===== src/design/ciss_pkg.sv =====
`default_nettype none
package ciss_pkg;

	localparam int TEXT_DEPTH_DEF = 256;
	localparam int TERM_DEPTH_DEF = 32;

	typedef enum logic [2:0] {
		CMD_CLR_TEXT = 3'd0,
		CMD_APP_TEXT = 3'd1,
		CMD_CLR_TERM = 3'd2,
		CMD_APP_TERM = 3'd3,
		CMD_FWD      = 3'd4,
		CMD_BWD      = 3'd5
	} cmd_t;

	typedef enum logic [1:0] {
		STAT_OK    = 2'd0,
		STAT_FULL  = 2'd1,
		STAT_FOUND = 2'd2,
		STAT_NONE  = 2'd3
	} status_t;

	// control broadcast along the cell row
	typedef struct packed {
		logic       load;
		logic       step;
		logic       flush;
		logic [7:0] data;
	} chain_ctl_t;

	function automatic logic [7:0] fold_byte(input logic [7:0] b);
		logic [7:0] r;
		r = b;
		if (b >= 8'h41 && b <= 8'h5A) begin
			r = b + 8'h20;
		end
		return r;
	endfunction

endpackage
`default_nettype wire


===== src/design/ciss_req_if.sv =====
`default_nettype none
interface ciss_req_if;
	logic       valid;
	logic       ready;
	logic [2:0] command;
	logic [7:0] data_byte;
	logic [7:0] start_index;

	modport source (output valid, output command, output data_byte, output start_index,
		input ready);
	modport sink (input valid, input command, input data_byte, input start_index,
		output ready);
endinterface
`default_nettype wire


===== src/design/ciss_rsp_if.sv =====
`default_nettype none
interface ciss_rsp_if;
	logic       valid;
	logic       ready;
	logic [1:0] status;
	logic [7:0] match_index;

	modport source (output valid, output status, output match_index, input ready);
	modport sink (input valid, input status, input match_index, output ready);
endinterface
`default_nettype wire


===== src/design/ciss_cell.sv =====
`default_nettype none
module ciss_cell import ciss_pkg::*; (
	input  wire logic       clk,
	input  wire logic       arst_n,
	input  wire chain_ctl_t ctl,
	input  wire logic       active,
	input  wire logic [7:0] term_in,
	input  wire logic       flag_in,
	output logic [7:0]      term_out,
	output logic            flag_out
);

	logic [7:0] term_q;
	logic       flag_q;

	always_ff @(posedge clk) begin
		if (ctl.load) begin
			term_q <= term_in;
		end
	end

	// partial match: all term bytes up to this cell agree so far
	always_ff @(posedge clk or negedge arst_n) begin
		if (!arst_n) begin
			flag_q <= 1'b0;
		end else if (ctl.flush) begin
			flag_q <= 1'b0;
		end else if (ctl.step) begin
			flag_q <= flag_in & (~active | (fold_byte(ctl.data) == fold_byte(term_q)));
		end
	end

	assign term_out = term_q;
	assign flag_out = flag_q;

endmodule
`default_nettype wire


===== src/design/ciss_chain.sv =====
`default_nettype none
module ciss_chain import ciss_pkg::*; #(
	parameter  int TERM_DEPTH = TERM_DEPTH_DEF,
	localparam int TLW        = $clog2(TERM_DEPTH + 1)
) (
	input  wire logic           clk,
	input  wire logic           arst_n,
	input  wire chain_ctl_t     ctl,
	input  wire logic [TLW-1:0] term_len,
	output logic                hit
);

	// term is right-aligned: the last cell holds the last term byte
	logic [TERM_DEPTH-1:0] active;
	logic [TERM_DEPTH-1:0] flag_w;
	logic [TERM_DEPTH-1:0] flag_in_w;
	logic [7:0]            term_w    [TERM_DEPTH];
	logic [7:0]            term_in_w [TERM_DEPTH];

	for (genvar j = 0; j < TERM_DEPTH; j++) begin : g_cell
		localparam int unsigned R = TERM_DEPTH - 1 - j;

		assign active[j] = (TLW'(R) < term_len);

		if (j == TERM_DEPTH - 1) begin : g_tail
			assign term_in_w[j] = ctl.data;
		end else begin : g_body
			assign term_in_w[j] = term_w[j+1];
		end

		if (j == 0) begin : g_head
			assign flag_in_w[j] = 1'b1;
		end else begin : g_link
			assign flag_in_w[j] = active[j-1] ? flag_w[j-1] : 1'b1;
		end

		ciss_cell u_cell (
			.clk      (clk),
			.arst_n   (arst_n),
			.ctl      (ctl),
			.active   (active[j]),
			.term_in  (term_in_w[j]),
			.flag_in  (flag_in_w[j]),
			.term_out (term_w[j]),
			.flag_out (flag_w[j])
		);
	end

	assign hit = flag_w[TERM_DEPTH-1];

endmodule
`default_nettype wire


===== src/design/case_insensitive_term_search.sv =====
// Loads, clears, unused commands and searches with an empty term: result in the cycle after the request.
// Search: text bytes stream from the text memory, one a cycle, through the term cell row;
//   a forward search ends at its first hit, otherwise all of its bytes are
//   scanned (forward len - start, backward min(start+L, len)).
// One request at a time; the next is taken once the result slot is free or being drained.
// Reset (async, active low) clears both lengths and all control; store contents stay undefined.
`default_nettype none
module case_insensitive_term_search import ciss_pkg::*; #(
	parameter int TEXT_DEPTH = TEXT_DEPTH_DEF,
	parameter int TERM_DEPTH = TERM_DEPTH_DEF
) (
	input wire logic   clk,
	input wire logic   arst_n,
	ciss_req_if.sink   request,
	ciss_rsp_if.source result
);

	localparam int AW = $clog2(TEXT_DEPTH);
	localparam int LW = $clog2(TEXT_DEPTH + 1);
	localparam int TLW = $clog2(TERM_DEPTH + 1);
	localparam int MW = (LW > TLW) ? LW : TLW;
	localparam int CW = ((MW > 8) ? MW : 8) + 1;

	typedef enum logic [1:0] {
		S_IDLE = 2'b01,
		S_RUN  = 2'b10
	} state_t;

	state_t         state_q;
	logic [LW-1:0]  text_len_q;
	logic [TLW-1:0] term_len_q;
	logic [7:0]     mem_q [TEXT_DEPTH];

	logic [CW-1:0]  t_q, end_q, t_s1, t_s2;
	logic           v_s1, v_s2;
	logic [7:0]     rd_s1;
	logic           bwd_q, found_q;
	logic [7:0]     last_pos_q;

	logic           out_valid_q;
	status_t        out_status_q;
	logic [7:0]     out_index_q;

	cmd_t           cmd;
	logic           accept, text_full, term_full, term_empty;
	logic [CW-1:0]  s_ext, tl_ext, l_ext, tl_m1, s_plus_l, bwd_end, pos_full;
	status_t        imm_status;
	logic [7:0]     imm_index;
	logic           go_run, issue, hit, chain_hit, finish;
	status_t        fin_status;
	logic [7:0]     fin_index;
	chain_ctl_t     ctl;

	assign cmd        = cmd_t'(request.command);
	assign request.ready = (state_q == S_IDLE) && (!out_valid_q || result.ready);
	assign accept     = request.valid && request.ready;
	assign text_full  = (text_len_q == LW'(TEXT_DEPTH));
	assign term_full  = (term_len_q == TLW'(TERM_DEPTH));
	assign term_empty = (term_len_q == '0);

	assign s_ext    = CW'(request.start_index);
	assign tl_ext   = CW'(text_len_q);
	assign l_ext    = CW'(term_len_q);
	assign tl_m1    = tl_ext - CW'(1);
	assign s_plus_l = s_ext + l_ext;
	assign bwd_end  = (s_plus_l < tl_ext) ? s_plus_l : tl_ext;

	always_comb begin
		imm_status = STAT_OK;
		imm_index  = '0;
		go_run     = 1'b0;
		unique case (cmd)
			CMD_CLR_TEXT, CMD_CLR_TERM: begin
				imm_status = STAT_OK;
			end
			CMD_APP_TEXT: begin
				imm_status = text_full ? STAT_FULL : STAT_OK;
			end
			CMD_APP_TERM: begin
				imm_status = term_full ? STAT_FULL : STAT_OK;
			end
			CMD_FWD: begin
				if (!term_empty) begin
					go_run = 1'b1;
				end else if (s_ext < tl_ext) begin
					imm_status = STAT_FOUND;
					imm_index  = request.start_index;
				end else begin
					imm_status = STAT_NONE;
				end
			end
			CMD_BWD: begin
				if (!term_empty) begin
					go_run = 1'b1;
				end else if (text_len_q == '0) begin
					imm_status = STAT_NONE;
				end else begin
					imm_status = STAT_FOUND;
					imm_index  = (s_ext < tl_ext) ? request.start_index : tl_m1[7:0];
				end
			end
			default: begin
				imm_status = STAT_OK;
			end
		endcase
	end

	// search datapath: memory read, cell row, hit tag
	assign issue     = (state_q == S_RUN) && (t_q < end_q);
	assign hit       = v_s2 && chain_hit;
	assign pos_full  = t_s2 - l_ext + CW'(1);

	always_comb begin
		finish     = 1'b0;
		fin_status = STAT_NONE;
		fin_index  = '0;
		if (state_q == S_RUN) begin
			if (hit && !bwd_q) begin
				finish     = 1'b1;
				fin_status = STAT_FOUND;
				fin_index  = pos_full[7:0];
			end else if (!issue && !v_s1 && !v_s2) begin
				finish     = 1'b1;
				fin_status = found_q ? STAT_FOUND : STAT_NONE;
				fin_index  = found_q ? last_pos_q : 8'd0;
			end
		end
	end

	assign ctl.load  = accept && (cmd == CMD_APP_TERM) && !term_full;
	assign ctl.step  = v_s1;
	assign ctl.flush = accept && go_run;
	assign ctl.data  = ctl.load ? request.data_byte : rd_s1;

	ciss_chain #(
		.TERM_DEPTH (TERM_DEPTH)
	) u_chain (
		.clk      (clk),
		.arst_n   (arst_n),
		.ctl      (ctl),
		.term_len (term_len_q),
		.hit      (chain_hit)
	);

	always_ff @(posedge clk) begin
		if (accept && (cmd == CMD_APP_TEXT) && !text_full) begin
			mem_q[text_len_q[AW-1:0]] <= request.data_byte;
		end
		if (issue) begin
			rd_s1 <= mem_q[t_q[AW-1:0]];
			t_s1  <= t_q;
		end
		if (v_s1) begin
			t_s2 <= t_s1;
		end
	end

	always_ff @(posedge clk or negedge arst_n) begin
		if (!arst_n) begin
			state_q    <= S_IDLE;
			text_len_q <= '0;
			term_len_q <= '0;
			t_q        <= '0;
			end_q      <= '0;
			v_s1       <= 1'b0;
			v_s2       <= 1'b0;
			bwd_q      <= 1'b0;
			found_q    <= 1'b0;
			last_pos_q <= '0;
		end else begin
			v_s1 <= issue;
			v_s2 <= v_s1 && (state_q == S_RUN) && !finish;
			if (issue) begin
				t_q <= t_q + CW'(1);
			end
			if (accept) begin
				if (cmd == CMD_CLR_TEXT) begin
					text_len_q <= '0;
				end
				if (cmd == CMD_APP_TEXT && !text_full) begin
					text_len_q <= text_len_q + LW'(1);
				end
				if (cmd == CMD_CLR_TERM) begin
					term_len_q <= '0;
				end
				if (cmd == CMD_APP_TERM && !term_full) begin
					term_len_q <= term_len_q + TLW'(1);
				end
				if (go_run) begin
					state_q <= S_RUN;
					bwd_q   <= (cmd == CMD_BWD);
					found_q <= 1'b0;
					t_q     <= (cmd == CMD_BWD) ? '0 : s_ext;
					end_q   <= (cmd == CMD_BWD) ? bwd_end : tl_ext;
				end
			end
			if (hit && bwd_q) begin
				found_q    <= 1'b1;
				last_pos_q <= pos_full[7:0];
			end
			if (finish) begin
				state_q <= S_IDLE;
			end
		end
	end

	always_ff @(posedge clk or negedge arst_n) begin
		if (!arst_n) begin
			out_valid_q <= 1'b0;
		end else if ((accept && !go_run) || finish) begin
			out_valid_q <= 1'b1;
		end else if (result.ready) begin
			out_valid_q <= 1'b0;
		end
	end

	always_ff @(posedge clk) begin
		if (accept && !go_run) begin
			out_status_q <= imm_status;
			out_index_q  <= imm_index;
		end else if (finish) begin
			out_status_q <= fin_status;
			out_index_q  <= fin_index;
		end
	end

	assign result.valid       = out_valid_q;
	assign result.status      = out_status_q;
	assign result.match_index = out_index_q;

endmodule
`default_nettype wire


===== src/flat_wrapper.sv =====
// flat-port wrapper written by rule: the top's interface ports become plain ports
module case_insensitive_term_search_flat import ciss_pkg::*;
#(
	parameter int TEXT_DEPTH = TEXT_DEPTH_DEF,
	parameter int TERM_DEPTH = TERM_DEPTH_DEF
)
  (clk, arst_n, request_valid, request_command, request_data_byte, request_start_index, request_ready, result_valid, result_status, result_match_index, result_ready);
  ciss_req_if request_i ();
  ciss_rsp_if result_i ();
  input wire logic clk;
  input wire logic arst_n;
  input wire logic [$bits(request_i.valid)-1:0] request_valid;
  input wire logic [$bits(request_i.command)-1:0] request_command;
  input wire logic [$bits(request_i.data_byte)-1:0] request_data_byte;
  input wire logic [$bits(request_i.start_index)-1:0] request_start_index;
  output wire logic [$bits(request_i.ready)-1:0] request_ready;
  output wire logic [$bits(result_i.valid)-1:0] result_valid;
  output wire logic [$bits(result_i.status)-1:0] result_status;
  output wire logic [$bits(result_i.match_index)-1:0] result_match_index;
  input wire logic [$bits(result_i.ready)-1:0] result_ready;
  assign request_i.valid = request_valid;
  assign request_i.command = request_command;
  assign request_i.data_byte = request_data_byte;
  assign request_i.start_index = request_start_index;
  assign request_ready = request_i.ready;
  assign result_valid = result_i.valid;
  assign result_status = result_i.status;
  assign result_match_index = result_i.match_index;
  assign result_i.ready = result_ready;
  case_insensitive_term_search #(.TEXT_DEPTH(TEXT_DEPTH), .TERM_DEPTH(TERM_DEPTH)) u_core (.clk(clk), .arst_n(arst_n), .request(request_i), .result(result_i));
endmodule

===== config.mk =====
export PLATFORM = sky130hd
export DESIGN_NAME = case_insensitive_term_search_flat
export DESIGN_NICKNAME = d
export VERILOG_FILES = /design/src/design/ciss_pkg.sv /design/src/design/ciss_req_if.sv /design/src/design/ciss_rsp_if.sv /design/src/design/ciss_cell.sv /design/src/design/ciss_chain.sv /design/src/design/case_insensitive_term_search.sv /design/src/flat_wrapper.sv
export SDC_FILE = /design/constraint.sdc
export NUM_CORES = 2
export LEC_CHECK = 0
export BUFFER_PORTS_ARGS = -buffer_cell sky130_fd_sc_hd__buf_4
export CORE_MARGIN = 10
export CORE_UTILIZATION = 55
export DETAILED_ROUTE_END_ITERATION = 10
export PLACE_DENSITY = 0.73
export SYNTH_ARGS = -nofsm -noshare
export SYNTH_HDL_FRONTEND = slang
export SYNTH_SLANG_ARGS = --single-unit
export TNS_END_PERCENT = 30

===== constraint.sdc =====
create_clock -name clk -period 5.72 [get_ports clk]
set_input_delay 0.572 -clock clk [delete_from_list [all_inputs] [get_ports clk]]
set_output_delay 0.572 -clock clk [all_outputs]
set_load 0.005 [all_outputs]

==> results.md <==
- Core Box Area: 179000 µm²
- Fin crit period: 4820 ps
- Part of the cycle the worst path needs: 84.3%
- Flop pwr share: a little over two fifths
- FP Rows: 155
- Total track usage: 24.7%
- WHS: 6.09 ps
- Crit-path slowest cell: dfrtp_1
- PwrDens: 436 nW/µm²
- Commonest cells post-synth: edfxtp_1, mux4_2, nor2_1
- Syn. warnings: 0
- Worst Hold Class: primary input to register
- Logic pwr share: 26.1%
- Tot Pwr: 47.9 mW
- Worst EP arrival: 5580 ps
- Final TNS setup: 0 ps
- Post-CTS repair timing setup buffer count: 0
- Root buffer cell: clkbuf_16
- Clock tree buffer depth: 3
- Fin. max-slew vios: 0
- Final hold viol count: 0
- Crit path launch type: register
- CP endpoint kind: register
- Seq/Total Area, Yosys: 73.0%
- Post-CTS resize count: 0
- Synth area leader: edfxtp_1
- Die Area: 197000 µm²
- NetSw: 14.4 mW
- Post-synth top flop: edfxtp_1
- Max Clock Skew: 66.1 ps
- Synthesized Nets: 5466
- Area share of the largest cell type after synthesis: a little under three quarters
- Vias in the first global route: 53506
- Share of layout cells above drive strength 1: approximately a fifth
- Final wirelength: 248000 µm
- Finished Layout Cells: 7990
- Rel. slew slack: 16.2%
- Int Pwr: roughly 34 mW
- Iter 0 DRT Violations: 7229
- Slowest Stage Delay on Critical Path: 580 ps
- Total CTS buffers: 225
- DPL Wire Length: about 150000 µm
- Top post-synthesis cells by area: edfxtp_1, mux4_2, dfrtp_1, xnor2_1, a22oi_1
- MaxCap Viol Count: 0
- Yosys cell types: 92
- Sw Ratio: 30.0%
- Maximum vdd ir drop: 0.332 mV
- Worst R2R Start: u_core.term_len_q[1]$_DFFE_PN0P_
- Clk sinks: approximately 2400
- Worst R2R End: u_core.u_chain.g_cell[11].u_cell.flag_out$_DFFE_PN0P_
- First-pass DRT Iterations: 6
- DIE HEIGHT: 444 µm
- DR WL/cell: 31.0 µm
- Initial antenna violation count: 8
- Hold_buf cts: 2
- Final Setup Violations: 0
- First-pass GRT wire length: 364000 µm
- Drc violations: 0
- Synthesis-stage register bit count: 2419
- Cell count after synthesis: around 5400
- Final Wtd Congestion: 0.920
- FFs w/ async S/R, synth: 3.35%
- Total number of vias: 54079
- Data required time of the worst path: 6480 ps
- Largest net degree at the start of global routing: a little over 200
- Die Span X: 444 µm
- CTS tree: yes
- Hold EP: u_core.t_q[4]$_DFF_PN0_
- CP Class: register to register
- R2R Setup Slk: 900 ps
- Most frequent cell after synthesis: edfxtp_1
- Min-delay src: request_start_index[4]
- Clock power frac: 31.4%
- Gr ovfl total: 0
- CP Cell Sequence: inv_1 -> ha_1 -> nand4_2 -> nand2_2 -> mux2_2 -> ha_1 -> nor4_1 -> a211o_2 -> buf_4 -> mux2i_1 -> a22oi_1 -> o41ai_1
- Worst-Skew Late Latency: 890 ps
- Initial core utilization: 55.4%
- Reg2Reg Depth: 12
- Status: completed
- Area Overhead vs Synth: 11.0%
- Mapped cell area: 99000 µm²
- I/O pin cnt: 35
- Fmax: 0.207 GHz
- Post-synth EDFFs: 2338
- H-tree depth: 4
- Nets: 5551
- Leak pwr: 34.5 nW
- RSZ-0062 raised after global routing: false
- # port buffers: 34
- Mapped Avg Cell Area: 18.5 µm²
- Reg clk slew, reported paths: 70 ps
- Least-Margin Pin Slew: roughly 1300 ps
- Worst Hold Depth: 3
- Avg Vias per Cell: 6.77
- Cell Count Post-Placement: 7570
- Final core utilization: 61.5%
- CP max FO: 18
- Cell mode on critical path: ha_1
- Routed Antenna Nets: 0
-- stage by stage --
step / setup WS, ps / instance area [µm²]
2_1_floorplan: 170 / 99000
3_3_place_gp: 953 / 102000
3_5_place_dp: 960 / 102000
4_1_cts: 973 / 110000
5_1_grt: 642 / 110000
6_report: 897 / 110000
-- how the worst max path moves through the flow --
stage | start | endpoint | slack (ps) | depth (start not counted)
final | u_core.term_len_q[1]$_DFFE_PN0P_ | u_core.u_chain.g_cell[11].u_cell.flag_out$_DFFE_PN0P_ | 900 | 12
after CTS | u_core.state_q[0]$_DFFE_PN1P_ | u_core.mem_q[9][7]$_DFFE_PP_ | 970 | 8
after global routing | u_core.term_len_q[1]$_DFFE_PN0P_ | u_core.u_chain.g_cell[11].u_cell.flag_out$_DFFE_PN0P_ | 640 | 13
after global placement | result_ready | u_core.mem_q[235][6]$_DFFE_PP_ | 950 | 10
after floorplan | u_core.term_len_q[1]$_DFFE_PN0P_ | u_core.u_chain.g_cell[1].u_cell.flag_out$_DFFE_PN0P_ | 170 | 12
after detailed placement | result_ready | u_core.mem_q[219][1]$_DFFE_PP_ | 960 | 10
-- flip-flops by register name, summed over array words and instances, names as in the netlist, 6 cells and up --
signal and cells:
u_core.result.match_index 8, u_core.t_s2 8, u_core.u_chain.g_cell.u_cell.term_out 256, u_core.term_len_q 6, u_core.t_q 10, u_core.text_len_q 9, u_core.mem_q 2048, u_core.u_chain.g_cell.u_cell.flag_out 32
u_core.t_s1 8, u_core.rd_s1 8, u_core.end_q 9, u_core.last_pos_q 8
-- cell usage in the layout (no fill, tap or decap), types with 27 or more instances in the layout --
master        n
mux4_2      512
inv_1        85
nor4_1       27
edfxtp_1   2338
o311ai_0     29
a21oi_1     113
nor3_1       44
o22ai_1      41
o21ai_0      92
ha_1         82
a22oi_1     185
clkinv_1     56
nor2_1      360
nand2_1     164
clkinv_2     44
a221oi_1     82
or3_1        39
nand3_1      48
xor2_1       68
dfrtp_1      77
o221ai_1     45
buf_4       131
clkbuf_16   228
mux2i_1      43
xnor2_1     170
a31oi_1      44
clkbuf_1     40
a21o_1       41
a22o_1       65
buf_12       27
-- layout make-up --
class / count / area, µm²
Clock buffer: 269 / 5870
Inverter: 90 / 350
Antenna cell: 3 / 7.51
Fill cell: 12030 / 68800
Timing Repair Buffer: 168 / 1660
Multi-Input combinational cell: 2540 / 25200
Sequential cell: 2419 / 72200
Clock inverter: 146 / 1560
Tap cell: 2355 / 2950
-- cell families after synthesis --
kind of cell               synth area share, %
DFF                                       73.0
buffers and inverters                     1.68
AOI/OAI and AO/OA                         6.27
and+or+nand+nor                           3.75
muxes                                     12.1
xor gates and xnor gates                  2.11
adders and majority gates                 1.08
-- layer usage --
metal  wire [µm]  share of wire [%]  track usage (%)  vias up
met3       24900                 10             5.22      649
met1       93500                 38             33.8    27825
li1            -                  -                -    22158
met4       11200                4.5             10.4        8
met5          53              0.021                0        -
met2      118000                 48             38.7     3439
-- power groups by stage --
stage          Clock, mW  Combinational, mW  Sequential, mW
2_1_floorplan          0               8.26            20.3
3_3_place_gp           0               12.2            20.7
3_5_place_dp           0               12.3            20.7
4_1_cts             15.2               12.4            20.3
5_1_grt             15.9               13.1            20.3
6_report            15.1               12.5            20.3
-- critical path: cells and delay by family, from the launching register on --
family | cells | cell delay, ps
AND/OR/NAND/NOR | 3 | 1150
AO/OA/AOI/OAI | 3 | 1020
adder cells (fa/ha/maj) | 2 | 810
buffers and inverters | 2 | 520
multiplexers | 2 | 620
flip-flops | 1 | 580
Note: power is estimated with default switching activity, not from simulation.
